==> src/rtl/tnuv_pkg.sv <==
// Shared types and constants for the triangle normal, planar UV and bounds block.
// No dependencies; included by every module of the block through a wildcard import.
package tnuv_pkg;

  // Operand width of the shared multiplier and of the given normal components.
  localparam int MUL_W = 32;
  localparam int ACC_W = 2 * MUL_W;
  // Unit normal output width (Q1.14) and its quotient magnitude width.
  localparam int UNIT_W = 16;
  localparam int QUO_W = 15;
  // Squared length threshold in units of 2^-32: 1e-8 rounded up to the grid.
  localparam logic [ACC_W-1:0] SMALL_LEN2 = 64'd43;

  typedef enum logic [3:0] {
    ST_IDLE,
    ST_LEN_MUL,
    ST_LEN_ACC,
    ST_LEN_CHK,
    ST_EDGE,
    ST_ESHIFT,
    ST_CROSS_MUL,
    ST_CROSS_ACC,
    ST_NSHIFT,
    ST_SQ_MUL,
    ST_SQ_ACC,
    ST_SQRT,
    ST_DIV_LOAD,
    ST_DIV_STEP,
    ST_EMIT_LOAD,
    ST_EMIT_WAIT
  } state_t;

endpackage

==> src/rtl/tnuv_mul.sv <==
// Registered unsigned multiplier shared by every product of the block.
// Depends on tnuv_pkg for the operand and product widths.
module tnuv_mul
  import tnuv_pkg::*;
(
  input  logic             clk,
  input  logic [MUL_W-1:0] a,
  input  logic [MUL_W-1:0] b,
  output logic [ACC_W-1:0] p
);

  always_ff @(posedge clk) begin
    p <= a * b;
  end

endmodule

==> config.mk <==
export PLATFORM = sky130hd
export DESIGN_NAME = tnuv_mul
export DESIGN_NICKNAME = d
export VERILOG_FILES = /design/src/rtl/tnuv_pkg.sv /design/src/rtl/tnuv_mul.sv
export SDC_FILE = /design/constraint.sdc
export NUM_CORES = 2
export LEC_CHECK = 0
export BUFFER_PORTS_ARGS = -buffer_cell sky130_fd_sc_hd__buf_4
export CORE_ASPECT_RATIO = 1.75
export CORE_MARGIN = 2
export CORE_UTILIZATION = 45
export CTS_CLUSTER_DIAMETER = 80
export DETAILED_ROUTE_END_ITERATION = 16
export SYNTH_ARGS = -nofsm -noshare
export SYNTH_HDL_FRONTEND = slang
export SYNTH_SLANG_ARGS = --single-unit
==> constraint.sdc <==
create_clock -name clk -period 7.6 [get_ports clk]
set_input_delay 1.52 -clock clk [delete_from_list [all_inputs] [get_ports clk]]
set_output_delay 1.52 -clock clk [all_outputs]
set_load 0.03 [all_outputs]
==> metrics.md <==
| Metric | Value |
|---|---|
| Grt total ovfl | `0` |
| Crit-path slowest cell | `fa_2` |
| Max Fclk | `0.124 GHz` |
| Die width | `214 um` |
| Die ar. | `79,400 um2` |
| DRC viols | `0` |
| Commonest non-fill, non-tap cells in the layout | `inv_1, fa_1, and2_1` |
| Max-Cap Viols | `0` |
| Final worst slack | `-0.449 ns` |
| Sequential share of the synthesized area | `3.69%` |
| Initial antenna violation count | `2` |
| H-Tree Depth | `3` |
| FILL cells | `6,886` |
| Vias in the first global route | `30,800` |
| Worst setup SP type | `primary input` |
| Layout cells sized above 1 | `22.7%` |
| Crit share post-route | `106%` |
| Detailed-route via count | `27,100` |
| Critical path cell sequence | `buf_8 -> buf_4 -> and2_4 -> fa_1 -> fa_1 -> fa_2 -> fa_1 -> fa_2 -> fa_1 -> fa_1 -> inv_1 -> fa_1 -> inv_2 -> ha_4 -> nand4_1 -> or4_4 -> or3_4 -> a31oi_4 -> a31o_4 -> a211oi_4 -> buf_4 -> xnor2_1` |
| Yosys warns | `0` |
| CP required | `7.88 ns` |
| Core ar. | `76,300 um2` |
| Largest reg by FF count | `p` |
| Worst-path clk slew | `0.09 ns` |
| CP dominant cell by count | `fa_1` |
| CP Buf/Inv Count | `5` |
| Buffers added on ports | `128` |
| Top flop regs | `p: 64 flops` |
| GRT Util Overall | `30.7%` |
| Fin. Hold Viols | `0` |
| DR iter-0 viols | `1,359` |
| Critical path's top delay family | `adder cells` |
| Via density | `5.22` |
| Routability cong. | `0.965` |
| Post-DRT Antenna Nets | `0` |
| IO Pins | `129` |
| Wire per inst | `22.4 um` |
| Largest net degree at the start of global routing | `24` |
| WS Path Type | `primary input to flip-flop` |
| Grt peak-use layer | `met2` |
| Chip Height | `371 um` |
| Max reg flops | `64` |
| Drt total wl | `116 mm` |
| Layout area overhead | `22.4%` |
| Fin area | `42,500 um2` |
| Cts bufs inserted | `9` |
| Final setup viols | `30` |
| Post-Syn Area | `34,700 um2` |
| Synth Register Bits | `64` |
| Worst hold start | `a[0]` |
| Worst EP arrival | `8.33 ns` |
| Post-synth ARST share | `0%` |
| Hold EP | `p[0]` |
| Met2 Usage GRT | `57.4%` |
| Post-synth cell types | `57` |
| Clock Path Buffers | `2` |
| Post-DP HPWL | `98.0 mm` |
| Status | `finished with violations` |
| Clk root buf | `clkbuf_16` |
| Min Tclk post-route | `8.05 ns` |
| Syn_nets | `4,972` |
| Final net count | `5,387` |
| Sink Count | `64` |
| Pre-CTS setup slack | `-1.16 ns` |
| Crit end category | `flip-flop` |
| Synth Flop Type | `dfxtp_1` |
| Number of cells on the critical path | `22` |
| Violated checks | `setup timing` |
| Largest stage delay, worst path | `0.61 ns` |
| Met1 Use GR | `26.9%` |
| Hold Crit Depth | `3` |
| CTS tree | `built` |
| Post-synth EDFFs | `0` |
| Actual slew at the worst max-slew pin | `0.739 ns` |
| Slew Viols, Final | `0` |
| DR pass1 iterations | `5` |
| Cts hold-fix bufs | `0` |
| Mean Syn Cell Area | `9.25 um2` |
| Worst slew margin | `50.4%` |
| Cell Rows | `134` |
| Worst hold path class | `primary input to flip-flop` |
| Initial core utilization | `45.5%` |
| RSZ-0062 raised after global routing | `true` |
| CP max FO | `12` |
| Area after DPL | `39,700 um2` |
| First-pass GRT wire length | `176 mm` |
| Most common cell after layout, fill and taps aside | `inv_1` |
| Post-synthesis cell count | `3,748` |
| Grt met3 use | `5.67%` |
## Yosys cell counts, types with 7 or more instances
cell type	count	share of area, %
a21o_1	40	0.87
a21oi_1	63	0.91
a31oi_1	12	0.22
and2_1	602	11
and3_1	14	0.25
clkbuf_1	213	2.3
dfxtp_1	64	3.7
fa_1	896	52
ha_1	263	9.5
inv_1	865	9.4
nand2_1	480	5.2
nand3_1	10	0.14
nand4_1	23	0.41
nor2_1	20	0.22
nor3_1	7	0.10
o21a_1	9	0.19
o21ai_0	21	0.30
o21bai_1	10	0.22
xnor2_1	35	0.88
xor2_1	25	0.63
## stage by stage
step / std cells / hold slack, ns / setup TNS [ns] / util [%]
after floorplan: 3748 / 1.65 / -5.07 / -
after global placement: 5107 / 1.95 / -28.96 / 52.0
after detailed placement: 5107 / 1.95 / -30.32 / 52.0
after CTS: 5151 / 1.62 / -6.68 / 54.2
after global routing: 5187 / 1.64 / -13.48 / 55.7
final: 5188 / 1.63 / -8.02 / 55.7
## area by class of cell
class | count | area, um2 | share of cell area (%)
Timing Repair Buffer | 624 | 5660 | 13.3
Clock buffer | 9 | 225 | 0.530
Sequential cell | 64 | 1280 | 3.02
Clock inverter | 6 | 61.3 | 0.144
Multi-Input combinational cell | 2599 | 30700 | 72.3
Tap cell | 1020 | 1280 | 3.01
Inverter | 865 | 3250 | 7.66
Antenna cell | 1 | 2.50 | 0.00589
## per-layer routing
metal | part of all wire (%) | vias up | wire (um)
li1 | - | 11700 | -
met5 | 0 | - | 0
met3 | 4.3 | 518 | 4970
met1 | 29 | 14000 | 33500
met2 | 55 | 840 | 63900
met4 | 12 | 0 | 13900
## worst min-delay path: stages
cell and delay [ns]:
buf_4 0.13, buf_4 0.22, and2_1 0.14
## cell families after synthesis
kind of cell               after synthesis  share of synthesized area, %
and+or+nand+nor                       1177                          17.6
adders and majority gates             1159                          61.2
buffers and inverters                 1085                          11.8
AOI/OAI and AO/OA                      202                          4.15
DFF                                     64                          3.69
xor gates and xnor gates                60                          1.52
muxes                                    1                        0.0289
## worst max-delay path by stage
stage	start	endpoint	slack [ns]
after floorplan	a[26]	p[62]	-0.45
after global placement	b[8]	p[62]	-1.12
after detailed placement	b[8]	p[62]	-1.16
after CTS	a[9]	p[62]	-0.44
after global routing	b[21]	p[58]	-0.60
final	a[5]	p[58]	-0.45
## what timing repair did
action	CTS	global route
resized for setup	261	198
pin swaps	158	171
gates cloned	3	2
buffers inserted	30	38
setup endpoints to repair	34	42
Power is not shown: default switching activity piles up to over one toggle a cycle in this logic, so the estimate is an artifact.
